--- src/rtl/fsk_pkg.sv ---
`timescale 1ns / 1ps
package fsk_pkg;

  // input kinds
  typedef enum logic [1:0] {
    KIND_BAUD    = 2'd0,
    KIND_MARK_MS = 2'd1,
    KIND_SILENCE = 2'd2,
    KIND_RESTART = 2'd3
  } kind_t;

  // register indexes
  localparam logic [2:0] REG_MARK_COS    = 3'd0;
  localparam logic [2:0] REG_MARK_SIN    = 3'd1;
  localparam logic [2:0] REG_SPACE_COS   = 3'd2;
  localparam logic [2:0] REG_SPACE_SIN   = 3'd3;
  localparam logic [2:0] REG_LAW_SELECT  = 3'd4;
  localparam logic [2:0] REG_BAUD_STEP   = 3'd5;
  localparam logic [2:0] REG_BAUD_PERIOD = 3'd6;

  localparam int COEF_W     = 18;
  localparam int COEF_FRAC  = 16;
  localparam int MAX_BAUD   = 17;
  localparam int ACC_W      = 15;

  // datapath operation for the current step
  typedef enum logic [2:0] {
    OP_ROT_R  = 3'd0,
    OP_ROT_I  = 3'd1,
    OP_MAG    = 3'd2,
    OP_NORM_R = 3'd3,
    OP_NORM_I = 3'd4,
    OP_SAMPLE = 3'd5
  } op_t;

  // controller to datapath
  typedef struct packed {
    logic load_sel;   // latch tone selection
    logic tone_mark;
    logic op_en;      // perform one op
    op_t  op;
    logic silence;    // compand zero
    logic acc_add;
    logic acc_clr;
  } fsk_cmd_t;

  // datapath to controller
  typedef struct packed {
    logic baud_done;  // accumulator plus step passes period on the current add
  } fsk_sts_t;

  // mu-law of a saturated linear sample
  function automatic logic [7:0] to_mulaw(input logic signed [15:0] s);
    logic [7:0]  sgn;
    logic [16:0] m;
    logic [2:0]  ex;
    logic [3:0]  mant;
    sgn = 8'h00;
    ex  = 3'd0;
    if (s < 0) begin
      sgn = 8'h80;
      m   = 17'(-{s[15], s});
    end else begin
      m   = 17'({1'b0, s});
    end
    if (m > 17'd32635) m = 17'd32635;
    m = m + 17'h84;
    for (int e = 1; e <= 7; e++) begin
      if ((m >> (e + 7)) != 0) ex = 3'(e);
    end
    mant = 4'((m >> (ex + 3)) & 17'hF);
    return ~(sgn | {1'b0, ex, mant});
  endfunction

  // A-law of a saturated linear sample
  function automatic logic [7:0] to_alaw(input logic signed [15:0] s);
    logic [7:0]  mask;
    logic [15:0] m;
    logic [2:0]  seg;
    logic [7:0]  aval;
    logic        found;
    seg   = 3'd7;
    found = 1'b0;
    if (s >= 0) begin
      mask = 8'hD5;
      m    = 16'(s) >> 3;
    end else begin
      mask = 8'h55;
      m    = 16'(~s) >> 3;
    end
    for (int k = 0; k < 7; k++) begin
      if (!found && m <= 16'((32'h20 << k) - 1)) begin
        seg   = 3'(k);
        found = 1'b1;
      end
    end
    aval = {1'b0, seg, 4'h0};
    if (seg < 3'd2) aval = aval | {4'h0, 4'((m >> 1) & 16'hF)};
    else            aval = aval | {4'h0, 4'((m >> seg) & 16'hF)};
    return aval ^ mask;
  endfunction

endpackage

--- src/rtl/fsk_ctrl.sv ---
`timescale 1ns / 1ps
module fsk_ctrl
  import fsk_pkg::*;
#(
  parameter int SAMPLES_PER_MS = 8
) (
  input  logic       clk,
  input  logic       rst_n,
  input  logic       in_valid,
  output logic       in_ready,
  input  logic [1:0] in_kind,
  input  logic       in_bit_value,
  input  logic       out_ready,
  output logic       out_valid,
  output logic       out_last,
  output fsk_cmd_t   cmd,
  input  fsk_sts_t   sts
);

  typedef enum logic [5:0] {
    ST_IDLE  = 6'b000001,
    ST_CALC  = 6'b000010,
    ST_ACC   = 6'b000100,
    ST_OUT   = 6'b001000,
    ST_SIL   = 6'b010000,
    ST_SOUT  = 6'b100000
  } state_t;

  localparam int CNT_W = 5;

  state_t           state_r, state_nxt;
  op_t              op_r, op_nxt;
  logic [CNT_W-1:0] cnt_r, cnt_nxt;
  logic             is_baud_r, is_baud_nxt;
  logic             last_r, last_nxt;

  assign in_ready  = (state_r == ST_IDLE);
  assign out_valid = (state_r == ST_OUT) || (state_r == ST_SOUT);
  assign out_last  = last_r;

  // sequencer: six ops per sample, then accumulator for baud bits, then output
  always_comb begin
    state_nxt   = state_r;
    op_nxt      = op_r;
    cnt_nxt     = cnt_r;
    is_baud_nxt = is_baud_r;
    last_nxt    = last_r;
    cmd         = '0;
    cmd.op      = op_r;
    cmd.tone_mark = (kind_t'(in_kind) == KIND_MARK_MS) || in_bit_value;
    unique case (state_r)
      ST_IDLE: begin
        if (in_valid) begin
          cnt_nxt = '0;
          op_nxt  = OP_ROT_R;
          priority case (kind_t'(in_kind))
            KIND_BAUD: begin
              cmd.load_sel = 1'b1;
              is_baud_nxt  = 1'b1;
              state_nxt    = ST_CALC;
            end
            KIND_MARK_MS: begin
              cmd.load_sel = 1'b1;
              is_baud_nxt  = 1'b0;
              state_nxt    = ST_CALC;
            end
            KIND_SILENCE: state_nxt = ST_SIL;
            default:      cmd.acc_clr = 1'b1;
          endcase
        end
      end
      ST_CALC: begin
        cmd.op_en = 1'b1;
        if (op_r == OP_SAMPLE) begin
          cnt_nxt   = cnt_r + 1'b1;
          state_nxt = is_baud_r ? ST_ACC : ST_OUT;
          last_nxt  = !is_baud_r && (cnt_r == CNT_W'(SAMPLES_PER_MS - 1));
        end else begin
          op_nxt = op_t'(op_r + 3'd1);
        end
      end
      ST_ACC: begin
        cmd.acc_add = 1'b1;
        last_nxt    = sts.baud_done || (cnt_r == CNT_W'(MAX_BAUD));
        state_nxt   = ST_OUT;
      end
      ST_OUT: begin
        if (out_ready) begin
          op_nxt    = OP_ROT_R;
          state_nxt = last_r ? ST_IDLE : ST_CALC;
        end
      end
      ST_SIL: begin
        cmd.silence = 1'b1;
        last_nxt    = 1'b1;
        state_nxt   = ST_SOUT;
      end
      ST_SOUT: if (out_ready) state_nxt = ST_IDLE;
      default: state_nxt = ST_IDLE;
    endcase
  end

  always_ff @(posedge clk) begin
    if (!rst_n) begin
      state_r   <= ST_IDLE;
      op_r      <= OP_ROT_R;
      cnt_r     <= '0;
      is_baud_r <= 1'b0;
      last_r    <= 1'b0;
    end else begin
      state_r   <= state_nxt;
      op_r      <= op_nxt;
      cnt_r     <= cnt_nxt;
      is_baud_r <= is_baud_nxt;
      last_r    <= last_nxt;
    end
  end

  // no new item while a sample is pending
  a_no_overlap: assert property (@(posedge clk) disable iff (!rst_n)
    out_valid |-> !in_ready) else $error("input taken during output");
  // output held until transfer
  a_out_hold: assert property (@(posedge clk) disable iff (!rst_n)
    out_valid && !out_ready |=> out_valid) else $error("output dropped");
  // sample count bounded
  a_cnt_bound: assert property (@(posedge clk) disable iff (!rst_n)
    cnt_r <= CNT_W'(MAX_BAUD)) else $error("sample count overflow");

endmodule

--- config.mk ---
export PLATFORM = sky130hd
export DESIGN_NAME = fsk_ctrl
export DESIGN_NICKNAME = d
export VERILOG_FILES = /design/src/rtl/fsk_pkg.sv /design/src/rtl/fsk_ctrl.sv
export SDC_FILE = /design/constraint.sdc
export NUM_CORES = 1
export LEC_CHECK = 0
export CAP_MARGIN = 40
export CORE_MARGIN = 2
export CORE_UTILIZATION = 60
export DETAILED_ROUTE_END_ITERATION = 10
export DONT_BUFFER_PORTS = 1
export HOLD_SLACK_MARGIN = 0.08
export PLACE_DENSITY = 0.76
export RECOVER_POWER = 50
export SYNTH_ARGS = -nofsm -noshare
export SYNTH_HDL_FRONTEND = slang
export SYNTH_SLANG_ARGS = --single-unit
--- constraint.sdc ---
create_clock -name clk -period 3.3 [get_ports clk]
set_clock_uncertainty 0.1 [all_clocks]
set_input_delay 0.165 -clock clk [delete_from_list [all_inputs] [get_ports clk]]
set_output_delay 0.165 -clock clk [all_outputs]
set_load 0.01 [all_outputs]
==> results of run 1 <==
==> state kept, by name, summed over array words and instances (netlist names) <==
signal	cells
cnt_r	5
out_last	1
state_r	6
op_r	3
is_baud_r	1
==> stage by stage <==
step | instance area, µm² | utilization (%) | setup slack (ns) | std cells | hold WS (ns)
CTS | 1110 | 65.9 | 0.721 | 151 | 0.0889
detailed placement | 1040 | 61.4 | 1.24 | 143 | 0.173
global placement | 1040 | 61.4 | 1.27 | 143 | 0.165
global route | 1100 | 65.4 | 0.431 | 151 | 0.102
floorplan | 1060 | - | 1.41 | 132 | 0.161
finish | 1100 | 65.4 | 0.668 | 151 | 0.0878
==> power groups by stage <==
| stage | Sequential [mW] | Combinational [mW] | Clock (mW) |
|---|---|---|---|
| 2_1_floorplan | 0.226 | 0.208 | 0 |
| 3_3_place_gp | 0.244 | 0.222 | 0 |
| 3_5_place_dp | 0.245 | 0.225 | 0 |
| 4_1_cts | 0.241 | 0.233 | 0.135 |
| 5_1_grt | 0.244 | 0.260 | 0.143 |
| 6_report | 0.241 | 0.231 | 0.135 |
==> metal layers <==
metal	global-route usage (%)	vias up
li1	-	479
met4	10.9	0
met2	37.5	35
met1	37.4	460
met5	0	-
met3	6.67	6
==> layout by cell type, fill, tap and decap left out, drive strengths merged, types with 2 or more instances in the layout <==
cell type     n
a21o          2
nand3         6
dlygate4sd3   4
o32ai         3
nand2b        3
nor4          3
a31oi         2
xnor2         3
mux2i         2
or3           4
o21ai         4
xor2          2
nand2        11
ha            4
a211oi        3
nor2         19
clkbuf        4
nor2b         2
nor4b         2
nor3          4
a21oi         6
or4           2
dfxtp        16
inv           8
==> layout make-up <==
class | count | area (µm²) | area share [%]
multi-input cells | 102 | 657 | 59.5
flip-flops and latches | 16 | 320 | 29.0
repair buffers | 4 | 40.0 | 3.62
clock buffers | 4 | 36.3 | 3.28
inverters | 8 | 30.0 | 2.72
well taps | 17 | 21.3 | 1.93
==> worst max-delay path, stage by stage, from the launching register on <==
cell,delay [ns]
dfxtp_1,0.48
nor4b_1,0.52
nand3_2,0.26
nor2_1,0.34
nor2_1,0.08
a211oi_1,0.22
dlygate4sd3_1,0.59
==> repair_timing <==
item / 4_1_cts / 5_1_grt
hold buffers: 4 / 0
resized for setup: 0 / 0
endpoints found under the hold margin: 11 / 0
==> worst min path at each step <==
stage	depth (start not counted)	slack, ns	start	end
global route	2	0.10	in_kind[0]	state_r[1]$_SDFFE_PN0P_
finish	3	0.09	out_ready	state_r[5]$_SDFFE_PN0P_
detailed placement	1	0.17	in_kind[0]	is_baud_r$_SDFFE_PN0P_
CTS	3	0.09	out_ready	state_r[5]$_SDFFE_PN0P_
floorplan	1	0.16	in_kind[0]	is_baud_r$_SDFFE_PN0P_
global placement	1	0.16	in_kind[0]	is_baud_r$_SDFFE_PN0P_
==> cells by family after synthesis <==
kind of cell | count (synthesis)
flip-flops | 16
multiplexers | 3
XOR/XNOR | 5
AND/OR/NAND/NOR | 65
AO/OA/AOI/OAI | 25
adder cells (fa/ha/maj) | 4
buffers and inverters | 14
==> reports/results.tsv, run 1 <==
metric	value	unit
grt_usage	26.3	%
clock_latency	0.29	ns
p_sw	0.242	mW
p_sw_share	39.9	%
p_clk_share	22.3	%
rows	15	
cp.required	3.44	ns
n_antenna_cell	0	
ys_async_sr_fraction	0	%
hold_viol	0	
rr_endpoint	is_baud_r$_SDFFE_PN0P_	
portBuffers	0	
finalCritPeriodShare	79.8	%
hold_class	input port to register	
synth.top_cell.area_share	30.2	%
setup_violations	0	
ant_nets	0	
clk_path_buf_depth	2	
finalMaxSlewViolations	0	
drt_iter0_drc	24	
antenna_found_initial	0	
netlist_area	0.00106	mm²
start_util	62.9	%
synth-compound-area-share	16.3	%
synth.net_count	144	
status	finished, final reports clean	
gr-total-overflow	0	
irDropWorstVdd	0.309	mV
wl_per_cell	16.0	µm
synthCells	132	
yosys.area_share.simple	34.6	%
rsz0062_at_grt	false	
path_class	register to register	
cap_violations	0	
cts_buffers	3	
netlist-cell-type-count	44	
synth-xor-area-share	4.12	%
avgViaCountPerCell	6.49	
cts.sinks	16	
coreArea	0.00169	mm²
relSlewSlack	48.9	%
internal_power	0.365	mW
ioPinCount	20	
synthTopCellsByCount	nor2_1 (18), dfxtp_1 (16), nand2_1 (11)	
arrival	2.77	ns
combPwrFrac	38.0	%
period_minus_slack	2.63	ns
r2r-start	state_r[0]$_SDFFE_PN1P_	
die_w	46.1	µm
crit_fanout	8	
synthFlopType	dfxtp_1	
muxShareOfSynthArea	2.94	%
cts_tree	yes	
grt_max_degree	13	
route.met2.wl	1060	µm
synth_top_cell_by_area	dfxtp_1	
clkTransAtPathRegs	0.10	ns
cts_root_buf	clkbuf_4	
total_power	0.607	mW
r2r_slack	0.67	ns
gp_congestion	0.926	
nNetsFinal	147	
post_cts_buffers	0	
drc	0	
routed-via-count	980	
start_kind	register	
startpoint	state_r[0]$_SDFFE_PN1P_	
dp_hpwl	1770	µm
reg2reg_depth	6	
synthAdderAreaFrac	4.71	%
p_seq_share	39.7	%
yosysSeqAreaShare	30.2	%
synth_top_family_by_area	simple AND/OR/NAND/NOR gates	
tightest_slew	0.760	ns
htree_levels	1	
grt_pass1_vias	869	
cp-end-kind	register	
wl_met1	1110	µm
fillers	154	
endpoint	is_baud_r$_SDFFE_PN0P_	
met3_length	217	µm
dr.pass1.iters	4	
synth_area_leaders	dfxtp_1 (30%), nor2_1 (6.4%), ha_1 (4.7%), nand2_1 (3.9%), buf_6 (3.2%)	
syn-mean-instance-area	8.05	µm²
die_area	0.00212	mm²
yosys_register_bits	16	
area_growth	4.00	%
die_h	46.1	µm
yosysWarnings	0	
tns	0	ns
synth-edff-count	0	
topRoutingLayerUsed	met4	
wl	2420	µm
synth_most_common_cell	nor2_1	
grt_pass1_wl	3910	µm
drive_gt1_share	8.21	%
p_per_area	550	mW/mm²
p_leak	0.425	nW
max_freq	0.380	GHz
Power figures use the tool's default switching activity.
==> run 2, diff against run 1 <==
- ABC_AREA: not set -> 1
- CORE_ASPECT_RATIO: not set -> 1.4
- CORE_UTILIZATION: 60 -> 55
- PLACE_DENSITY: 0.76 -> 0.73
- clock period: 3.3 -> 2.25 ns (I/O delays scaled with it)
==> reports/results.tsv, run 2 <==
metric	value	unit	change
cp.required	2.33	ns	-1.11 ns
fillers	178		+16%
yosys.area_share.simple	43.3	%	+8.7 points
rr_endpoint	op_r[2]$_SDFFE_PN0P_		
coreArea	0.00193	mm²	+14%
hold_viol	0		unchanged
p_per_area	1030	mW/mm²	+86%
clk_path_buf_depth	2		unchanged
finalMaxSlewViolations	0		unchanged
drive_gt1_share	14.5	%	+6.2 points
start_kind	register		
yosysWarnings	0		unchanged
rsz0062_at_grt	false		
avgViaCountPerCell	5.47		-16%
layoutNonFillerInstCount	187		+24%
synth_area_leaders	dfxtp_1 (29%), nor2_1 (9.3%), nand2_1 (8.9%), inv_1 (7.2%), nand3_1 (5.0%)		
antenna_found_initial	0		unchanged
path_class	register to register		
dr.pass1.iters	4		unchanged
total_power	1.22	mW	+100%
start_util	56.9	%	-6.0 points
p_sw_share	48.0	%	+8.2 points
n_antenna_cell	0		unchanged
synth-compound-area-share	11.4	%	-4.8 points
multiInputGateArea	644	µm²	-1.9%
r2r_slack	0.25	ns	-0.42 ns
slowest_delay	0.41	ns	-0.18 ns
gr-total-overflow	0		unchanged
finalCritPeriodShare	88.9	%	+9.2 points
relSlewSlack	75.4	%	+27 points
drc	0		unchanged
crit_chain	nor2_4 > nand3_1 > clkinvlp_2 > nand2_1 > nand2_2 > o21bai_1 > a21oi_1		
die_w	41.7	µm	-9.5%
endpoint	op_r[2]$_SDFFE_PN0P_		
largest_registers	state_r x6, cnt_r x5, op_r x3		
hold_class	input port to register		
mostFrequentLayoutCells	nor2_1 (28), nand2_1 (27), inv_1 (21), dfxtp_1 (16), nand3_1 (12)		
area_growth	8.80	%	
post_cts_buffers	0		unchanged
p_clk_share	15.8	%	-6.5 points
dpl_cell_area	0.00112	mm²	+8.1%
cp.depth	7		+1
top_register	state_r		
placedCellCount	177		+24%
grt_pass1_vias	1019		+17%
synth.net_count	168		+17%
cts_root_buf	clkbuf_4		
synth-xor-area-share	1.60	%	-2.5 points
setup_violations	0		unchanged
grt_max_degree	10		-3
p_leak	0.580	nW	+36%
cts.sinks	16		unchanged
synthTopCellsByCount	nor2_1 (27), nand2_1 (26), inv_1 (21)		
drt_iter0_drc	19		-21%
period_minus_slack	2.00	ns	-0.632 ns
synth_most_common_cell	nor2_1		
die_area	0.00237	mm²	+12%
yosysSeqAreaShare	29.3	%	-0.90 points
ff_latch_area	320	µm²	unchanged
synthAdderAreaFrac	4.57	%	-0.14 points
largest_reg_flops	6		unchanged
wl_per_cell	13.6	µm	-15%
arrival	2.08	ns	-0.69 ns
die_h	56.8	µm	+23%
clkTransAtPathRegs	0.10	ns	about the same
p_seq_share	32.5	%	-7.2 points
combPwrFrac	51.7	%	+14 points
r2r-start	state_r[4]$_SDFFE_PN0P_		
grt_usage	23.1	%	-3.2 points
synth-edff-count	0		unchanged
synth.top_cell.area_share	29.3	%	-0.90 points
rows	19		+4
synthCells	156		+18%
netlist_area	0.00109	mm²	+3.1%
wl	2540	µm	+5.0%
internal_power	0.635	mW	+74%
cap_violations	0		unchanged
tightest_slew	0.368	ns	-0.392 ns
crit_fanout	8		unchanged
final_common_cell	nor2_1		
ioPinCount	20		unchanged
portBuffers	0		unchanged
cts_tree	yes		
syn-mean-instance-area	7.02	µm²	-13%
p_sw	0.586	mW	+140%
routed-via-count	1023		+4.4%
clock_latency	0.29	ns	about the same
grt_pass1_wl	4190	µm	+7.1%
reg2reg_depth	7		+1
synth_top_family_by_area	simple AND/OR/NAND/NOR gates		
ys_async_sr_fraction	0	%	unchanged
cts_buffers	3		unchanged
gp_congestion	0.856		-7.5%
startpoint	state_r[4]$_SDFFE_PN0P_		
muxShareOfSynthArea	0	%	-2.9 points
irDropWorstVdd	0.554	mV	+79%
nNetsFinal	179		+22%
cp-end-kind	register		
cp.buffers_inverters	1		unchanged
yosys_register_bits	16		unchanged
tns	0	ns	unchanged
crit_family	simple AND/OR/NAND/NOR gates		
final_cell_area	0.00119	mm²	+7.8%
htree_levels	1		unchanged
synth_top_cell_by_area	dfxtp_1		
status	finished, final reports clean		
netlist-cell-type-count	29		-34%
max_freq	0.500	GHz	+32%
dp_hpwl	2000	µm	+13%
synthFlopType	dfxtp_1		
ant_nets	0		unchanged
crit_slowest_cell	dfxtp_1		
## run 2: cell types whose count changed in the layout (fill, tap and decap cells not counted), moves of 4 or more
cell     change
inv_1       +13
nor2_4       +4
nor2_1      +10
nand2_1     +16
nand4_1      +5
o21ai_1      +4
nand3_1      +7
## run 2: cells by family after synthesis
family                   after synthesis
adder cells (fa/ha/maj)                4
AO/OA/AOI/OAI                         21
AND/OR/NAND/NOR                       87
flip-flops                            16
buffers and inverters                 26
XOR/XNOR                               2
## run 2: metal layers
layer / part of all wire [%] / track usage (%) / up-vias
met5: 0 / 0 / -
met4: 1.2 / 8.29 / 0
met3: 2.6 / 1.93 / 4
met2: 58 / 48.2 / 20
met1: 39 / 22.1 / 477
li1: - / - / 522
## run 2: what timing repair did
item | CTS | global route
hold buffers | 6 | 0
hold endpoints to repair | 12 | 0
resized for setup | 0 | 0
## run 2: worst min-delay path: stages
cell and delay (ns):
inv_1 0.07, nor2_4 0.15, nor2_1 0.08, o21ai_2 0.05
nor2_1 0.03
## run 2: worst min-delay path by stage
| stage | from | to | slack (ns) | cells after the start |
|---|---|---|---|---|
| floorplan | rst_n | state_r[0]$_SDFFE_PN1P_ | 0.1 | 1 |
| global placement | rst_n | state_r[0]$_SDFFE_PN1P_ | 0.11 | 1 |
| detailed placement | rst_n | state_r[0]$_SDFFE_PN1P_ | 0.12 | 1 |
| CTS | in_valid | cnt_r[2]$_SDFFE_PN0P_ | 0.15 | 5 |
| global route | in_kind[1] | cmd[8] | 0.15 | 1 |
| finish | in_valid | cnt_r[2]$_SDFFE_PN0P_ | 0.14 | 5 |
## run 2: area by class of cell
cell class              count  area share [%]
clock buffers               4            3.05
inverters                  26            8.72
multi-input cells         114            54.1
flip-flops and latches     16            26.9
well taps                  21            2.21
repair buffers              6            5.04
## run 2: power by group through the flow
stage / Combinational, mW / Sequential (mW) / Clock (mW)
2_1_floorplan: 0.525 / 0.390 / 0
3_3_place_gp: 0.616 / 0.400 / 0
3_5_place_dp: 0.632 / 0.402 / 0
4_1_cts: 0.651 / 0.395 / 0.192
5_1_grt: 0.717 / 0.405 / 0.203
6_report: 0.631 / 0.396 / 0.193
## run 2: metrics by stage
step                setup WS (ns)  hold slack [ns]  utilization, %
floorplan                   0.852           0.0966               -
global placement            0.773            0.105            58.2
detailed placement          0.678            0.116            58.2
CTS                         0.245            0.150            63.2
global route               0.0907            0.154            61.9
finish                      0.249            0.142            61.9
